==> src/design/fpa_pkg.sv <==
// Shared types and constants for the Q24.8 fixed-point ALU.
// No dependencies; fpa_front, fpa_back and the top-level ALU import this package.
`timescale 1ns / 1ps
package fpa_pkg;

   localparam int FRAC_BITS_DEF = 8;
   localparam int CMD_DEPTH     = 4;
   localparam int RSP_DEPTH     = 64;

   typedef enum logic [3:0] {
      OP_ADD  = 4'd0,
      OP_SUB  = 4'd1,
      OP_MUL  = 4'd2,
      OP_DIV  = 4'd3,
      OP_GT   = 4'd4,
      OP_LT   = 4'd5,
      OP_GE   = 4'd6,
      OP_LE   = 4'd7,
      OP_EQ   = 4'd8,
      OP_NE   = 4'd9,
      OP_MIN  = 4'd10,
      OP_MAX  = 4'd11,
      OP_INC  = 4'd12,
      OP_DEC  = 4'd13,
      OP_FROM = 4'd14,
      OP_TO   = 4'd15
   } op_type;

   // One classified request as it waits between front and back.
   typedef struct packed {
      op_type             op;
      logic               is_mul;
      logic               is_div;
      logic signed [31:0] a;
      logic signed [31:0] b;
   } item_type;

   typedef struct packed {
      logic [31:0] result;
      logic        truth;
      logic        div_by_zero;
   } rsp_type;

endpackage

==> src/design/fpa_queue.sv <==
// Show-ahead queue: memory plus a registered output slot.
// Depends on nothing but its parameters; DEPTH must be a power of two.
`timescale 1ns / 1ps
module fpa_queue #(
   parameter int  DEPTH = 4,
   parameter type T     = logic [7:0]
) (
   input  logic clock,
   input  logic reset,
   input  logic push,
   input  T     push_data,
   output logic full,
   input  logic pop,
   output T     pop_data,
   output logic empty
);
   localparam int PW = (DEPTH > 1) ? $clog2(DEPTH) : 1;

   T                mem [DEPTH];
   logic [PW-1:0]   wr_ptr_ff, wr_ptr_in;
   logic [PW-1:0]   rd_ptr_ff, rd_ptr_in;
   logic [PW:0]     cnt_ff, cnt_in;
   logic            out_v_ff, out_v_in;
   T                out_ff;
   logic            wr, load;

   assign full  = (cnt_ff == (PW+1)'(DEPTH));
   assign empty = !out_v_ff;
   assign pop_data = out_ff;
   assign wr   = push && !full;
   // Refill the output slot whenever memory holds an item and the slot is free or being taken.
   assign load = (cnt_ff != '0) && (!out_v_ff || pop);

   always_comb begin
      wr_ptr_in = wr ? wr_ptr_ff + PW'(1) : wr_ptr_ff;
      rd_ptr_in = load ? rd_ptr_ff + PW'(1) : rd_ptr_ff;
      cnt_in    = cnt_ff + (PW+1)'(wr) - (PW+1)'(load);
      if (load) begin
         out_v_in = 1'b1;
      end else if (pop) begin
         out_v_in = 1'b0;
      end else begin
         out_v_in = out_v_ff;
      end
   end

   always_ff @(posedge clock) begin
      if (reset) begin
         wr_ptr_ff <= '0;
         rd_ptr_ff <= '0;
         cnt_ff    <= '0;
         out_v_ff  <= 1'b0;
      end else begin
         wr_ptr_ff <= wr_ptr_in;
         rd_ptr_ff <= rd_ptr_in;
         cnt_ff    <= cnt_in;
         out_v_ff  <= out_v_in;
      end
   end

   always_ff @(posedge clock) begin
      if (wr) begin
         mem[wr_ptr_ff] <= push_data;
      end
   end

   always_ff @(posedge clock) begin
      if (load) begin
         out_ff <= mem[rd_ptr_ff];
      end
   end

endmodule

==> src/design/fpa_front.sv <==
// Front end: takes requests, classifies the opcode and queues the item.
// Depends on fpa_pkg and fpa_queue.
`timescale 1ns / 1ps
module fpa_front
   import fpa_pkg::*;
(
   input  logic               clock,
   input  logic               reset,
   input  logic               push,
   output logic               full,
   input  logic [3:0]         req_cmd,
   input  logic signed [31:0] req_operand_a,
   input  logic signed [31:0] req_operand_b,
   input  logic               issue,
   output item_type           item,
   output logic               item_empty
);
   item_type cls;

   always_comb begin
      cls.op     = op_type'(req_cmd);
      cls.is_mul = (cls.op == OP_MUL);
      cls.is_div = (cls.op == OP_DIV);
      cls.a      = req_operand_a;
      cls.b      = req_operand_b;
   end

   fpa_queue #(.DEPTH(CMD_DEPTH), .T(item_type)) u_cmd_q (
      .clock     (clock),
      .reset     (reset),
      .push      (push),
      .push_data (cls),
      .full      (full),
      .pop       (issue),
      .pop_data  (item),
      .empty     (item_empty)
   );

endmodule

==> config.mk <==
export PLATFORM = sky130hd
export DESIGN_NAME = fpa_front
export DESIGN_NICKNAME = d
export VERILOG_FILES = /design/src/design/fpa_pkg.sv /design/src/design/fpa_queue.sv /design/src/design/fpa_front.sv
export SDC_FILE = /design/constraint.sdc
export NUM_CORES = 1
export LEC_CHECK = 0
export BUFFER_PORTS_ARGS = -buffer_cell sky130_fd_sc_hd__buf_2
export CORE_UTILIZATION = 52
export CTS_BUF_LIST = sky130_fd_sc_hd__clkbuf_4 sky130_fd_sc_hd__clkbuf_8
export DETAILED_ROUTE_END_ITERATION = 12
export PLACE_DENSITY = 0.76
export SETUP_SLACK_MARGIN = 0.15
export SYNTH_ARGS = -nofsm -noshare
export SYNTH_HDL_FRONTEND = slang
export SYNTH_SLANG_ARGS = --single-unit
==> constraint.sdc <==
create_clock -name clock -period 8.6 [get_ports clock]
set_input_delay 0.86 -clock clock [delete_from_list [all_inputs] [get_ports clock]]
set_output_delay 0.86 -clock clock [all_outputs]
set_load 0.01 [all_outputs]
* Word-level counts from Yosys, hierarchy flattened *
Memory sizes are Yosys's and may differ from the RTL's. A register that Yosys moved wholly into a read port is not among the register bits.
Cells that the tools add are included.

word-level totals
  memory bits (read-only) = 0
  output and inout bits = 72
  bits in registers = 8
  memory bits (writable) = 280
  latch bits = 0
  bits of input ports = 72
  memories = 1
  logic and storage cells = 23

memory list
  memory       words  bits a word  rd ports  clocked after Yosys merged registers in  write ports  RTL line         RTL
  u_cmd_q.mem  4      70           1         1                                        1            fpa_queue.sv:19  T mem [DEPTH];

operators by class
  $add $sub $neg = 4
  shift operators = 0
  reductions and logical operators = 7
  $lt $le $gt $ge = 0
  multipliers = 0
  bitwise operators = 0
  eq/ne operators = 3
  divide/modulo/power cells = 0
  multiplexer cells = 4

operator list
  kind                   count
  $eq A4 B2 Y1 const B   2
  $add A2 B1 Y2 const B  2
  $mux W1                4
  $add A3 B1 Y3          1
  $eq A3 B3 Y1 const B   1
  $reduce_bool A3 Y1     1
  $sub A3 B1 Y3          1
  $logic_and A1 B1 Y1    2
  $logic_not A1 Y1       2
  $reduce_bool A2 Y1     1
  $logic_or A1 B1 Y1     1

* Longest topological paths before layout *
  depth in word-level cells = 5
  depth in mapped cells = 10
  mapped depth without buffers = 10

* Cells and area by module *
Synthesis repeated with hierarchy kept, for this count alone.

second synthesis, totals
  cell total of the unflattened synthesis = 491
  area total of the unflattened synthesis = 12791.0 µm²

modules (own cells, without submodules)
  module     cells an instance  area an instance (µm²)  times used  seq. area each (µm²)
  fpa_queue  489                12763.5                 1           10670.2
  fpa_front  2                  27.5                    1           0.0

* Least setup slack after synthesis *
Ideal clock, no wire load.

  path kind = input -> register
  start = input issue
  end = register u_cmd_q.cnt_ff[2]
  cell stages on the path = 10
  data arrival time = 5.567 ns
  library setup time = 0.078 ns
  path slack = 2.955 ns
  required time = 8.522 ns
  buffers on the path = 0
  cell sequence = nor2b_1 nor2_1 ha_1 inv_1 ha_1 inv_1 fa_1 xor2_1 and2_1 nor3_1

between the ends
  cells in the longest elaborated chain, start to end = 3

RTL lines
  what                  RTL line         RTL
  start, declared       fpa_front.sv:14  input logic issue,
  $logic_or A1 B1 Y1    fpa_queue.sv:32  assign load = (cnt_ff != '0) && (!out_v_ff || pop);
  $logic_and A1 B1 Y1   fpa_queue.sv:32
  net u_cmd_q.load      fpa_queue.sv:25  logic wr, load;
  $sub A3 B1 Y3         fpa_queue.sv:37  cnt_in = cnt_ff + (PW+1)'(wr) - (PW+1)'(load);
  end signal, assigned  fpa_queue.sv:56  cnt_ff <= cnt_in;
  end, declared         fpa_queue.sv:22  logic [PW:0] cnt_ff, cnt_in;

The timed path passes the listed nets, and every way through them passes these cells.
A chain may end at the register's enable or synchronous reset.

* Final worst setup path *
  start = register u_cmd_q.rd_ptr_ff[0]
  end = register u_cmd_q.pop_data[9] (netlist name)

RTL lines
  what                    RTL line         RTL
  start, declared         fpa_queue.sv:21  logic [PW-1:0] rd_ptr_ff, rd_ptr_in;
  start signal, assigned  fpa_queue.sv:55  rd_ptr_ff <= rd_ptr_in;

No word-level cell between the ends.

==> run summary <==
die area: 25200 sq um
largest net degree at the start of global routing: 73
status: finished, final reports clean
number of gates resized after cts: 0
Yosys top cell area share: 0.822
clk_lat worst skew: 560 ps
Die Wd: 159 um
Syn Area/Cell: 26.0 sq um
vias in the first global route: 6007
Avg Vias per Cell: 5.26
dpl hpwl: 11.3 mm
H-tree Lvls: 2
grt met1 use: 0.223
Total Routing Usage GR: 0.170
FFs w/ async S/R, synth: 0
Vias: 5451
CP top delay family: buffers and inverters
core footprint: 24200 sq um
Slew Limit Fails: 0
max-cap violations: 0
critical path's largest stage delay: 840 ps
IO Port Bufs: 143
critical-path maximum fanout: 49
crit path time final: 2460 ps
Initial DRT Pass Iterations: 5
Synthesized Nets: 570
data required time of the critical path: 8880 ps
Critical Path End Type: flop
routed wire length per instance: 19.8 um
slowest stage cell, crit path: buf_4
deepest clock path buffer count: 3
most frequent cells after synthesis: edfxtp_1 (350), mux4_2 (69), buf_2 (8), dfxtp_1 (8)
CTS buffer count: 53
Row Count: 57
Post-synth EDFFs: 350
TritonCTS clock tree: yes
fin util: 0.610
final wirelength: 20.5 mm
Cell Area, Synth: 12800 sq um
I/O pin total: 144
FMAX: 407 MHz
IR drop worst, VDD: 0.165 mV
Synthesis Warnings: 0
RSZ-0062 raised after global routing: no
Synth Instances: 491
Startpoint Class: flop
share of cells above drive strength 1: 0.426
fill cell count: 1692
Synth cell types: 28
Synth Flop Type: edfxtp_1
DRT iter0 DRCs: 321
pwr dens: 325 nW/um^2
initial antenna violation count: 2
Final GP Congestion: 0.701
Post-DRT Antenna Nets: 0
GRT Residual Overflow: 0
Initial Util: 0.527
Rel. slew slack: 0.277
clock skew: 18.9 ps
Final Setup Violations: 0
WS Path Type: flop to flop
worst slew pin tran: 1080 ps
DRC Markers: 0
Setup TNS: 0 ps
Die H: 159 um
routing usage on met2: 0.277
first-pass GRT wire length: 32.3 mm
NumNets Final: 753
main area contributors after synthesis: edfxtp_1 (82%), mux4_2 (12%), dfxtp_1 (1.3%), buf_12 (1.1%), ha_1 (0.59%)
final period utilization: 0.286
Yosys top cell by area: edfxtp_1
P_leak: 4.98 nW
Area Overhead vs Synth: 15.7%
# hold bufs at CTS: 0
clk sink count: 358
Buf/Inv on CP: 1
number of post-CTS setup repair buffers: 0
Cell Chain, Critical Path: buf_4, mux4_2
Worst Path Arrival: 2730 ps
Top Usage Layer GRT: met2
root buffer cell: clkbuf_8
met3 Use GR: 0.0486
count leader, synth: edfxtp_1
Seq/Total Area, Yosys: 0.835
Total Power: 0.00480 W
HP Class: input pin to flop
final hold vios: 0
flops & latches, synth: 358
clock-pin slew on the worst setup and hold paths: 70 ps
-- power by group --
group | switching (W) | internal, W | leakage, nW
sequential | 0.000170 | 0.00236 | 3.32
clock | 0.000588 | 0.000731 | 0.543
combinational | 0.000495 | 0.000452 | 1.12
-- cell families (layout without fill, tap and decap cells) --
family	after synthesis	after routing	share of synthesized area
multiplexers	72	72	0.125
AND/OR/NAND/NOR	26	26	0.0132
AO/OA/AOI/OAI	3	3	0.00137
buffers and inverters	24	244	0.0173
adder cells (fa/ha/maj)	7	7	0.00744
XOR/XNOR	1	1	0.000685
other	0	1	0
flip-flops	358	358	0.835
-- per-layer routing --
metal,routed length [um],vias up
met5,12,-
met4,318,2
met3,1420,32
met1,8570,2781
met2,10200,188
li1,-,2448
-- final timing paths --
path	from	endpoint	slack [ps]	cells past startpoint
hold reg to reg	u_cmd_q.wr_ptr_ff[1]$_SDFFE_PP0P_	u_cmd_q.wr_ptr_ff[1]$_SDFFE_PP0P_	530	2
hold / removal	req_operand_a[17]	u_cmd_q.mem[0][49]$_DFFE_PP_	520	1
setup / recovery	u_cmd_q.rd_ptr_ff[0]$_SDFFE_PP0P_	u_cmd_q.pop_data[9]$_DFFE_PP_	6140	2
setup reg to reg	u_cmd_q.rd_ptr_ff[0]$_SDFFE_PP0P_	u_cmd_q.pop_data[9]$_DFFE_PP_	6140	2
-- cells in the final DEF, fill, tap and decap left out, types with 3 or more instances in the layout --
master and count:
buf_2 143, ha_1 6, clkinv_1 14, mux4_2 69, clkinv_2 7, nor2_1 5
and2_4 4, nand2b_1 3, inv_1 7, bufinv_16 3, dfxtp_1 6, clkbuf_8 55
clkbuf_4 12, nor2b_1 4, edfxtp_1 350
-- area by class of cell --
| class | instances | area (sq um) | share of cell area |
|---|---|---|---|
| antenna | 1 | 2.50 | 0.000169 |
| clock inverter | 25 | 185 | 0.0125 |
| timing repair buffer | 145 | 731 | 0.0494 |
| inverter | 7 | 26.3 | 0.00178 |
| sequential | 358 | 10700 | 0.722 |
| multi-input combinational | 109 | 1910 | 0.129 |
| tap | 324 | 405 | 0.0274 |
| clock buffer | 67 | 847 | 0.0573 |
-- stage by stage --
step	std cells	instance area (sq um)	hold WS, ps	worst slack (ps)
2_1_floorplan	491	12800	482	2950
3_3_place_gp	943	13700	490	5840
3_5_place_dp	943	13700	519	5750
4_1_cts	1035	14800	482	6040
5_1_grt	1035	14800	479	5920
6_report	1036	14800	521	6140
-- state kept, by name, summed over array words and instances, names as in the netlist --
register / count
u_cmd_q.wr_ptr_ff: 2
u_cmd_q.out_v_ff: 1
u_cmd_q.cnt_ff: 3
u_cmd_q.rd_ptr_ff: 2
u_cmd_q.pop_data: 70
u_cmd_q.mem: 280
No activity file was read; power rests on OpenSTA's default activity.
