<file path="config.mk">
export PLATFORM = sky130hd
export DESIGN_NAME = fpa_queue
export DESIGN_NICKNAME = d
export VERILOG_FILES = /design/src/design/fpa_queue.sv
export SDC_FILE = /design/constraint.sdc
export NUM_CORES = 1
export LEC_CHECK = 0
export BUFFER_PORTS_ARGS = -buffer_cell sky130_fd_sc_hd__buf_2
export CAP_MARGIN = 20
export CORE_MARGIN = 4
export CORE_UTILIZATION = 23
export CTS_CLUSTER_DIAMETER = 30
export DETAILED_ROUTE_END_ITERATION = 10
export HOLD_SLACK_MARGIN = 0.05
export PLACE_DENSITY_LB_ADDON = 0.3
export SETUP_SLACK_MARGIN = 0.2
export SLEW_MARGIN = 20
export SYNTH_ARGS = -nofsm -noshare
export SYNTH_HDL_FRONTEND = slang
export SYNTH_SLANG_ARGS = --single-unit
</file>
<file path="constraint.sdc">
create_clock -name clock -period 3 [get_ports clock]
set_clock_uncertainty 0.15 [all_clocks]
set_input_delay 0.3 -clock clock [delete_from_list [all_inputs] [get_ports clock]]
set_output_delay 0.3 -clock clock [all_outputs]
set_load 0.03 [all_outputs]
</file>
<file path="src/design/fpa_queue.sv">
// Show-ahead queue: memory plus a registered output slot.
// Depends on nothing but its parameters; DEPTH must be a power of two.
`timescale 1ns / 1ps
module fpa_queue #(
   parameter int  DEPTH = 4,
   parameter type T     = logic [7:0]
) (
   input  logic clock,
   input  logic reset,
   input  logic push,
   input  T     push_data,
   output logic full,
   input  logic pop,
   output T     pop_data,
   output logic empty
);
   localparam int PW = (DEPTH > 1) ? $clog2(DEPTH) : 1;

   T                mem [DEPTH];
   logic [PW-1:0]   wr_ptr_ff, wr_ptr_in;
   logic [PW-1:0]   rd_ptr_ff, rd_ptr_in;
   logic [PW:0]     cnt_ff, cnt_in;
   logic            out_v_ff, out_v_in;
   T                out_ff;
   logic            wr, load;

   assign full  = (cnt_ff == (PW+1)'(DEPTH));
   assign empty = !out_v_ff;
   assign pop_data = out_ff;
   assign wr   = push && !full;
   // Refill the output slot whenever memory holds an item and the slot is free or being taken.
   assign load = (cnt_ff != '0) && (!out_v_ff || pop);

   always_comb begin
      wr_ptr_in = wr ? wr_ptr_ff + PW'(1) : wr_ptr_ff;
      rd_ptr_in = load ? rd_ptr_ff + PW'(1) : rd_ptr_ff;
      cnt_in    = cnt_ff + (PW+1)'(wr) - (PW+1)'(load);
      if (load) begin
         out_v_in = 1'b1;
      end else if (pop) begin
         out_v_in = 1'b0;
      end else begin
         out_v_in = out_v_ff;
      end
   end

   always_ff @(posedge clock) begin
      if (reset) begin
         wr_ptr_ff <= '0;
         rd_ptr_ff <= '0;
         cnt_ff    <= '0;
         out_v_ff  <= 1'b0;
      end else begin
         wr_ptr_ff <= wr_ptr_in;
         rd_ptr_ff <= rd_ptr_in;
         cnt_ff    <= cnt_in;
         out_v_ff  <= out_v_in;
      end
   end

   always_ff @(posedge clock) begin
      if (wr) begin
         mem[wr_ptr_ff] <= push_data;
      end
   end

   always_ff @(posedge clock) begin
      if (load) begin
         out_ff <= mem[rd_ptr_ff];
      end
   end

endmodule

</file>
Yosys cells after proc, flatten, opt, wreduce, memory -nomap -nowiden
Memories as Yosys holds them, arrays and structs flattened. A register that Yosys moved wholly into a read port is not among the register bits.
Cells that the tools add are included.
{"block": "totals", "ff_bits": 8, "latchBits": 0, "ram_bits": 32, "rom_bits": 0, "in_bits": 12, "out_inout_bits": 10, "wordCells": 21, "mem_count": 1}
{"block": "classes", "add_sub_neg": 4, "mul": 0, "div_mod_pow": 0, "order_cmp": 0, "eq_ne": 1, "shift": 0, "muxes": 4, "bitwise": 0, "n_reduce_logical": 7}
{"memory": "mem", "depth": 4, "word_bits": 8, "rd": 1, "rd_clocked_by_memory_dff": 1, "wr": 1, "line": "19", "rtl": "T mem [DEPTH];"}
{"op": "adder 2 x 1 -> 2 bit, second input constant", "count": 2}
{"op": "two-way mux 1 bit", "count": 4}
{"op": "adder 3 x 1 -> 3 bit", "count": 1}
{"op": "equality test 3 bit, second input constant", "count": 1}
{"op": "nonzero test 3 bit", "count": 1}
{"op": "subtractor 3 x 1 -> 3 bit", "count": 1}
{"op": "logical AND 1 bit", "count": 2}
{"op": "logical NOT 1 bit", "count": 2}
{"op": "nonzero test 2 bit", "count": 1}
{"op": "logical OR 1 bit", "count": 1}

Longest topological paths before layout
Gate-level depths: netlist of the first run.
{"block": "depth", "depth_word": 5, "mapped_depth": 11}

Least setup slack after synthesis of the first run
OpenSTA, ideal clock, no wires.
{"block": "synth_timing", "path_kind": "register -> register", "startpoint": "register cnt_ff[1]", "endpoint": "register cnt_ff[2]", "t_arrival_ps": 2300, "t_required_ps": 2772, "setup_slack_ps": 472, "path_stages_with_launch": 12, "path_buffers": 0, "period_less_slack_ps": 2528, "path_cell_list": "dfxtp_1 nor3b_2 nor2_2 inv_1 ha_1 inv_1 ha_1 inv_1 fa_1 xor2_1 and2_1 nor3_1"}
{"block": "synth_between", "elab_chain_len": 5}
{"element": "from (decl)", "line": "22", "rtl": "logic [PW:0] cnt_ff, cnt_in;"}
{"element": "from (signal assigned)", "line": "56", "rtl": "cnt_ff <= cnt_in;"}
{"element": "equality test 3 bit", "line": "27", "rtl": "assign full = (cnt_ff == (PW+1)'(DEPTH));"}
{"element": "named net full", "line": "12", "rtl": "output logic full,"}
{"element": "logical NOT 1 bit", "line": "30", "rtl": "assign wr = push && !full;"}
{"element": "logical AND 1 bit", "line": "30"}
{"element": "adder 3 x 1 -> 3 bit", "line": "37", "rtl": "cnt_in = cnt_ff + (PW+1)'(wr) - (PW+1)'(load);"}
{"element": "subtractor 3 x 1 -> 3 bit", "line": "37"}
The timed path passes the listed nets, and every way through them passes these cells.
A chain may end at the register's enable or synchronous reset.

Final worst setup path of the first run
{"block": "layout_timing", "startpoint": "register cnt_ff[1]", "endpoint": "register cnt_ff[2]"}
{"block": "layout_between", "elab_chain_len": 5}
{"element": "equality test 3 bit", "line": "27"}
{"element": "logical NOT 1 bit", "line": "30"}
{"element": "logical AND 1 bit", "line": "30"}
{"element": "adder 3 x 1 -> 3 bit", "line": "37"}
{"element": "subtractor 3 x 1 -> 3 bit *", "line": "37"}
Mark *: on every way between the ends. The rest lies on a longest branch, timed or not.

==> metrics, run 1 <==
Die Ht roughly 99 um; CP Class flip-flop to flip-flop; area leader, netlist edfxtp_1; via count roughly 900; worst-path cell chain nor3b_2 -> nor2_2 -> inv_1 -> ha_1 -> inv_1 -> ha_1 -> inv_1 -> fa_1 -> xor2_1 -> and2_1 -> nor3_1; unrepaired setup endpoints after global routing false; post-synthesis adder-cell area fraction 5.04%; Final Hold Fails 0; Die X 98.6 um; clk_lat worst skew roughly 0.30 ns; GRT Max-Usage Layer met2; largest family of logic cells by synthesized area multiplexers; final max-slew violation count 0; final WL 2.95 mm; Maximum Capacitance Violations 0; layout cells sized above 1 about a third; CTS HTree Levels 2; Post-DP HPWL 2.07 mm; met3 Usage GRT 2.76%; met2 usage 11.5%; vias in the first global route just over 1000; cts hold-fix bufs 0; final setup fails 0; sequential element share of the synthesized area 72.1%; Seq. cell area 0.00136 mm2; footprint of the multi-input gates between 400 and 500 um2; post-synthesis cell type count 27; PwrDens 902 mW/mm2; Crit Path Max Fanout 6; largest cells by area after synthesis edfxtp_1, mux4_2, dfxtp_1, ha_1, and2_1; Worst path max stage delay about 0.45 ns; synthesized area per cell 18.3 um2; syn nets 122; Final ANT Viol Nets 0; first-pass GRT wire length 4.85 mm; Mapped Cells 103; total grt overflow 0; Hold/Removal Path Class input port to flip-flop; Top-Level Pins 22; Sink Count 48; #FFs+latches synth 48; post-cts sizing count 0; most common cell after layout, fill and taps aside edfxtp_1; full die area 0.00972 mm2; LEAKAGE 0.781 nW; Synth Area in XOR/XNOR less than 1%; setup TNS 0 ns; Cell Rows 32; PortBufs 21; Worst Setup Start Kind flip-flop; WP data required 3.07 ns; final worst-path cycle share 79.8%; Worst-path clk slew 0.09 ns; nets@finish 148; Ys Warns 0; Initial Util 24.1%; Critical Path AT 2.47 ns; DRC errors left 0; post-synthesis simple-gate area fraction 8.15%; number of DRC markers in iteration 0 24; number of fill cells 795; initial antenna violation count 0; Global Route Usage Sum under 10%; Clock Tree Buf Depth 2; Clock Root Buffer clkbuf_8; most used cell, CP inv_1; mux contribution to synthesized area 10.9%; Avg WL per Cell 12.7 um; met1 usage between 7 and 8%; area delta synth->final 17.6%; compound-cell area share of the yosys netlist 0.928%; Relative slew margins ~56%; clock period minus worst slack between 2 and 2.5 ns; crit end category flip-flop; antenna diode count 0; worst slew pin tran 0.659 ns; Synth Cell Area 0.00189 mm2; CTS tree built; max frequency about 0.42 GHz; core area 0.00785 mm2; Overall Power 0.00200 W; Post-CTS Setup Repair Bufs 0; top cell type's share of synthesized area a little under two thirds; slowest cell on the critical path dfxtp_1; outcome complete, no violations; DR vias/cell slightly below 4; Pre-antenna DRT Iters 2; IR drop worst, VDD between 0.2 and 0.25 mV; Final GP Congestion between 0.6 and 0.7; CTS buffer count 5; most frequent cells in the layout edfxtp_1, buf_2, mux4_2, dfxtp_1; largest net degree at the start of global routing 16
==> per-layer routing <==
| metal | part of all wire (%) | wire length (um) |
|---|---|---|
| met4 | 1.7 | 49 |
| met1 | 42 | 1240 |
| met2 | 51 | 1510 |
| met5 | 0 | 0 |
| met3 | 5.2 | 154 |
==> layout make-up <==
class                   count  area share, %
clock inverters             3           1.92
flip-flops and latches     48           61.3
well taps                 102           5.75
multi-input cells          45           21.6
repair buffers             22           5.07
clock buffers               5           3.10
inverters                   7           1.18
==> final timing paths <==
kind                                           startpoint  slack [ns]  depth (start not counted)                   endpoint
worst max-delay path                 cnt_ff[1]$_SDFF_PP0_        0.61                         11       cnt_ff[2]$_SDFF_PP0_
worst min-delay path                         push_data[0]        0.07                          1        mem[3][0]$_DFFE_PP_
worst max register to register       cnt_ff[1]$_SDFF_PP0_        0.61                         11       cnt_ff[2]$_SDFF_PP0_
worst min register to register  wr_ptr_ff[1]$_SDFFE_PP0P_        0.39                          2  wr_ptr_ff[1]$_SDFFE_PP0P_
==> synthesized netlist by cell type, drive strengths merged <==
cell type  number
fa              1
and2b           1
mux2i           1
or3             1
inv             7
a21oi           1
buf             2
nor2b           3
dfxtp           8
nor3            2
mux4            8
edfxtp         40
and2            5
o21bai          1
nor3b           2
ha              6
clkbuf          1
xor2            1
nand2b          3
nor2            6
mux2            1
o21ai           1
nor4            1
==> flip-flops by register name (all words and copies together) (netlist names) <==
register,cells
pop_data,8
wr_ptr_ff,2
mem,32
rd_ptr_ff,2
cnt_ff,3
out_v_ff,1
==> critical path, delay by kind of cell, from the launching register on <==
kind / cells / cell delay [ns]
adder cells (fa/ha/maj): 3 / 0.79
AND/OR/NAND/NOR: 4 / 0.59
flip-flops: 1 / 0.45
buffers and inverters: 3 / 0.18
XOR/XNOR: 1 / 0.16
==> stage by stage <==
| step | util, % | cells | cell area (um2) | setup slack [ns] | hold slack [ns] |
|---|---|---|---|---|---|
| 6_report | 28.3 | 232 | 2220 | 0.606 | 0.0664 |
| 5_1_grt | 28.3 | 232 | 2220 | 0.330 | 0.0573 |
| 4_1_cts | 28.3 | 232 | 2220 | 0.566 | 0.0611 |
| 3_5_place_dp | 26.9 | 224 | 2110 | 0.583 | 0.374 |
| 3_3_place_gp | 26.9 | 224 | 2110 | 0.723 | 0.342 |
| 2_1_floorplan | - | 103 | 1890 | 0.472 | 0.249 |
==> kinds of logic after synthesis <==
kind of cell    after synthesis
compound gates                3
flops                        48
xor+xnor                      1
mux                          10
fa+ha+maj                     7
simple gates                 24
buf+inv                      10
==> power breakdown <==
part | internal (W) | switching, W | total (W)
combinational | 0.000234 | 0.000327 | 0.000561
clock | 0.000247 | 0.000209 | 0.000455
sequential | 0.000892 | 0.0000936 | 0.000985
total | 0.00137 | 0.000630 | 0.00200
Note: power is estimated with default switching activity, not from simulation.
==> run 2: changes to the inputs <==
Clock period 3 ns to 2.2 ns, I/O delays scaled along.
==> metrics, run 2 (same netlist as run 1, synthesis figures left out) <==
outcome complete, no violations; PwrDens approximately 1200 mW/mm2; Reg2Reg Depth 11; most frequent cells in the layout edfxtp_1, buf_2, dlygate4sd3_1; fin cells about 250; Post-DP HPWL 2.14 mm; LEAKAGE about 0.86 nW; vias in the first global route 1007; Critical Path AT 2.22 ns; Worst Setup Start Kind flip-flop; Min Hold Slack 0.143 ns; WP data required about 2.3 ns; final max-slew violation count 0; setup ws final 0.0562 ns; unrepaired setup endpoints after global routing true; Cell Rows 32; R2R Setup Slk 0.06 ns; number of fill cells 788; Initial Util 24.1%; CTS tree built; via count 965; Worst-path clk slew 0.09 ns; PortBufs 21; layout cells sized above 1 39.7%; P_int roughly 0.0020 W; initial antenna violation count 0; final setup fails 0; final WL 3.09 mm; largest net degree at the start of global routing 15; Inst Count DP 227; clock period minus worst slack 2.14 ns; core area 0.00785 mm2; most common cell after layout, fill and taps aside edfxtp_1; Seq pwr share 46.1%; CTS HTree Levels 2; clk_lat worst skew approximately 0.29 ns; Maximum Capacitance Violations 0; clock network power share 21.2%; total grt overflow 0; Final ANT Viol Nets 0; worst hold path startpoint push; max frequency 0.466 GHz; final worst-path cycle share a little over nine tenths; crit end category flip-flop; nets@finish 164; CP Class flip-flop to flip-flop; Overall Power 0.00288 W; Crit Path Max Fanout 3; DR vias/cell 3.89; Seq. cell area 0.00137 mm2; IR drop worst, VDD 0.333 mV; Final Hold Fails 0; logic gate share of total power approximately 33%; Hold/Removal Path Class input port to flip-flop; Hold Crit Depth 4; CTS buffer count 5; Avg WL per Cell approximately 12 um; worst reg2reg path endpoint cnt_ff[2]$_SDFF_PP0_; full die area 0.00972 mm2; Clock Root Buffer clkbuf_8; number of DRC markers in iteration 0 30; first-pass GRT wire length 5.14 mm; Reg-to-Reg Start cnt_ff[2]$_SDFF_PP0_; Die X just under 100 um; antenna diode count 0; sw power 0.000893 W; Sink Count 48; worst slew pin tran 0.500 ns; Reg with most FFs mem; max reg flops 32; footprint of the multi-input gates 513 um2; Top-Level Pins 22; Hold Path Sink wr_ptr_ff[0]$_SDFFE_PP0P_; Global Route Usage Sum 6.89%; Final GP Congestion 0.631; Pre-antenna DRT Iters 4; setup TNS 0 ns; DP Worst Slack about 0.005 ns; Clock Tree Buf Depth 2; area delta synth->final 27.1%; sw frac 31.0%; Relative slew margins about two thirds; DRC errors left 0; Die Ht 98.6 um
[run 2: changes by cell type in the layout (fill, tap and decap cells not counted), sizes merged]
| cell | delta |
|---|---|
| buf | +7 |
| clkbuf | +1 |
| dlygate4sd3 | +9 |
| clkinvlp | -1 |
[run 2: power by group through the flow]
stage / registers [W] / logic (W) / clock network [W]
floorplan: 0.00148 / 0.000481 / 0
global placement: 0.00133 / 0.000852 / 0
detailed placement: 0.00135 / 0.000874 / 0
CTS: 0.00133 / 0.000922 / 0.000640
global route: 0.00135 / 0.00105 / 0.000663
finish: 0.00133 / 0.000940 / 0.000610
[run 2: worst max-delay path by stage]
stage | startpoint | end | slack (ns) | cells after the start
after floorplan | cnt_ff[1]$_SDFF_PP0_ | cnt_ff[2]$_SDFF_PP0_ | -0.13 | 11
after global placement | cnt_ff[1]$_SDFF_PP0_ | cnt_ff[2]$_SDFF_PP0_ | 0.06 | 11
after detailed placement | cnt_ff[1]$_SDFF_PP0_ | cnt_ff[2]$_SDFF_PP0_ | 0.005 | 11
after CTS | cnt_ff[2]$_SDFF_PP0_ | cnt_ff[2]$_SDFF_PP0_ | 0.04 | 11
after global routing | cnt_ff[2]$_SDFF_PP0_ | cnt_ff[2]$_SDFF_PP0_ | -0.09 | 11
final | cnt_ff[2]$_SDFF_PP0_ | cnt_ff[2]$_SDFF_PP0_ | 0.06 | 11
[run 2: area by class of cell]
| type | instances | area share [%] |
|---|---|---|
| sequential | 48 | 57.1 |
| multi-input combinational | 45 | 21.4 |
| timing repair buffer | 38 | 10.6 |
| tap | 102 | 5.32 |
| clock buffer | 6 | 3.02 |
| clock inverter | 2 | 1.46 |
| inverter | 7 | 1.09 |
[run 2: worst max-delay path, stage by stage, from the launching register on]
cell and delay [ns]:
dfxtp_4 0.36, nor3b_4 0.15, nor2_2 0.12, inv_1 0.05
ha_1 0.28, inv_1 0.06, ha_1 0.13, inv_1 0.05
fa_2 0.34, xor2_2 0.16, and2_4 0.16, nor3_2 0.08
[run 2: stage by stage]
step | instance area, um2 | utilization [%]
floorplan | 1910 | -
global placement | 2150 | 27.4
detailed placement | 2150 | 27.4
CTS | 2370 | 30.3
global route | 2400 | 30.6
finish | 2400 | 30.6
[run 2: per-layer routing]
layer / up-vias / GRT usage (%) / wire length (um)
met5: - / 0 / 0
met4: 0 / 3.15 / 47
met3: 5 / 2.55 / 172
met2: 24 / 12.0 / 1620
met1: 473 / 7.48 / 1250
li1: 463 / - / -
[run 2: what timing repair did]
action                                 in CTS  in global routing
endpoints found under the hold margin      33                  0
gates resized for setup                     1                  4
setup endpoints to repair                   2                  2
gates cloned                                0                  0
pin swaps                                   1                  1
hold buffers                                9                  0
setup buffers                               3                  1
==> run 3: changes to the inputs <==
Settings changed: RECOVER_POWER set to 100.
==> metrics, run 3 (same netlist as run 1, synthesis figures left out) <==
CP Class flip-flop to flip-flop; max reg flops 32; Inst Count DP ~230; most frequent cells in the layout edfxtp_1, clkbuf_1, dlygate4sd3_1; fin cells between 200 and 250; CTS tree built; final setup fails 0; post-layout utilization of the core 30.3%; LEAKAGE 0.815 nW; Cell Rows 32; footprint of the multi-input gates 513 um2; Pre-antenna DRT Iters 3; setup ws final 0.0561 ns; Clock Root Buffer clkbuf_8; antenna diode count 0; number of fill cells 793; Final ANT Viol Nets 0; Min Hold Slack about 0.14 ns; Post-DP HPWL roughly 2.1 mm; Clock Tree Buf Depth 2; Worst-path clk slew 0.09 ns; DP Worst Slack approximately 0.0050 ns; DP Area 0.00215 mm2; outcome complete, no violations; Final Hold Fails 0; Sink Count 48; final WL ~3.1 mm; clock period minus worst slack around 2.1 ns; Relative slew margins 67.0%; initial antenna violation count 0; Initial Util 24.1%; worst hold path startpoint push; core area a little under 0.008 mm2; crit path from cnt_ff[2]$_SDFF_PP0_; PwrDens around 1200 mW/mm2; area delta synth->final 26.0%; clk_lat worst skew 0.30 ns; final worst-path cycle share about 97%; via count 950; worst slew pin tran roughly 0.49 ns; Hold/Removal Path Class input port to flip-flop; WP data required roughly 2.3 ns; layout cells sized above 1 28.1%; DRC errors left 0; total grt overflow 0; Reg-to-Reg Start cnt_ff[2]$_SDFF_PP0_; Maximum Capacitance Violations 0; crit end category flip-flop; Top-Level Pins 22; final max-slew violation count 0; Reg with most FFs mem; vias in the first global route roughly 1000; Final GP Congestion 0.631; IR drop worst, VDD 0.329 mV; CTS HTree Levels 2; unrepaired setup endpoints after global routing true; Seq. cell area ~0.0014 mm2; largest net degree at the start of global routing 15; DR vias/cell about 3.8; Avg WL per Cell 12.6 um; Global Route Usage Sum between 6 and 7%; PortBufs 21; nets@finish 164; most common cell after layout, fill and taps aside edfxtp_1; Critical Path AT between 2 and 2.5 ns; first-pass GRT wire length 5.14 mm; post-route cell area 0.00238 mm2; Die X 98.6 um; Die Ht 98.6 um; CTS buffer count 5; max frequency 0.466 GHz; Crit Path Max Fanout 3; full die area 0.00972 mm2; number of DRC markers in iteration 0 27; Worst Setup Start Kind flip-flop
## run 3: final timing paths
check	end	slack, ns	cells past startpoint
hold / removal	wr_ptr_ff[0]$_SDFFE_PP0P_	0.14	4
setup reg to reg	cnt_ff[2]$_SDFF_PP0_	0.06	11
hold reg to reg	wr_ptr_ff[1]$_SDFFE_PP0P_	0.38	2
setup / recovery	cnt_ff[2]$_SDFF_PP0_	0.06	11
## run 3: layout make-up
cell class / count / share of cell area (%)
clock inverter: 2 / 1.47
timing repair buffer: 38 / 9.84
clock buffer: 6 / 3.05
inverter: 7 / 1.10
multi-input combinational: 45 / 21.6
sequential: 48 / 57.6
tap: 102 / 5.37
## run 3: repair_timing
| action | 4_1_cts | 5_1_grt |
|---|---|---|
| gates resized for setup | 1 | 4 |
| buffers inserted | 3 | 1 |
| hold buffers | 9 | 0 |
| pin swaps | 1 | 1 |
| setup endpoints to repair | 2 | 2 |
| hold endpoints to repair | 33 | 0 |
## run 3: metrics by stage
stage	total power, W	setup TNS [ns]
after floorplan	0.00196	-0.127
after global placement	0.00219	0
after detailed placement	0.00222	0
after CTS	0.00290	0
after global routing	0.00304	-0.0877
final	0.00286	0
## run 3: critical path: stages, from the launching register on
cell and delay (ns):
dfxtp_4 0.36, nor3b_4 0.15, nor2_2 0.12, inv_1 0.05
ha_1 0.28, inv_1 0.06, ha_1 0.13, inv_1 0.05
fa_2 0.34, xor2_2 0.16, and2_4 0.16, nor3_2 0.08
## run 3: metal layers
layer | global-route usage [%] | vias to the layer above | wire [um]
met4 | 3.15 | 0 | 46
met3 | 2.55 | 6 | 169
met1 | 7.48 | 461 | 1260
li1 | - | 462 | -
met5 | 0 | - | 0
met2 | 12.0 | 21 | 1640
## run 3: power breakdown
| group | switching (W) | total [W] | internal, W |
|---|---|---|---|
| logic | 0.000520 | 0.000915 | 0.000395 |
| registers | 0.000104 | 0.00133 | 0.00123 |
| clock network | 0.000276 | 0.000613 | 0.000337 |
| total | 0.000900 | 0.00286 | 0.00196 |
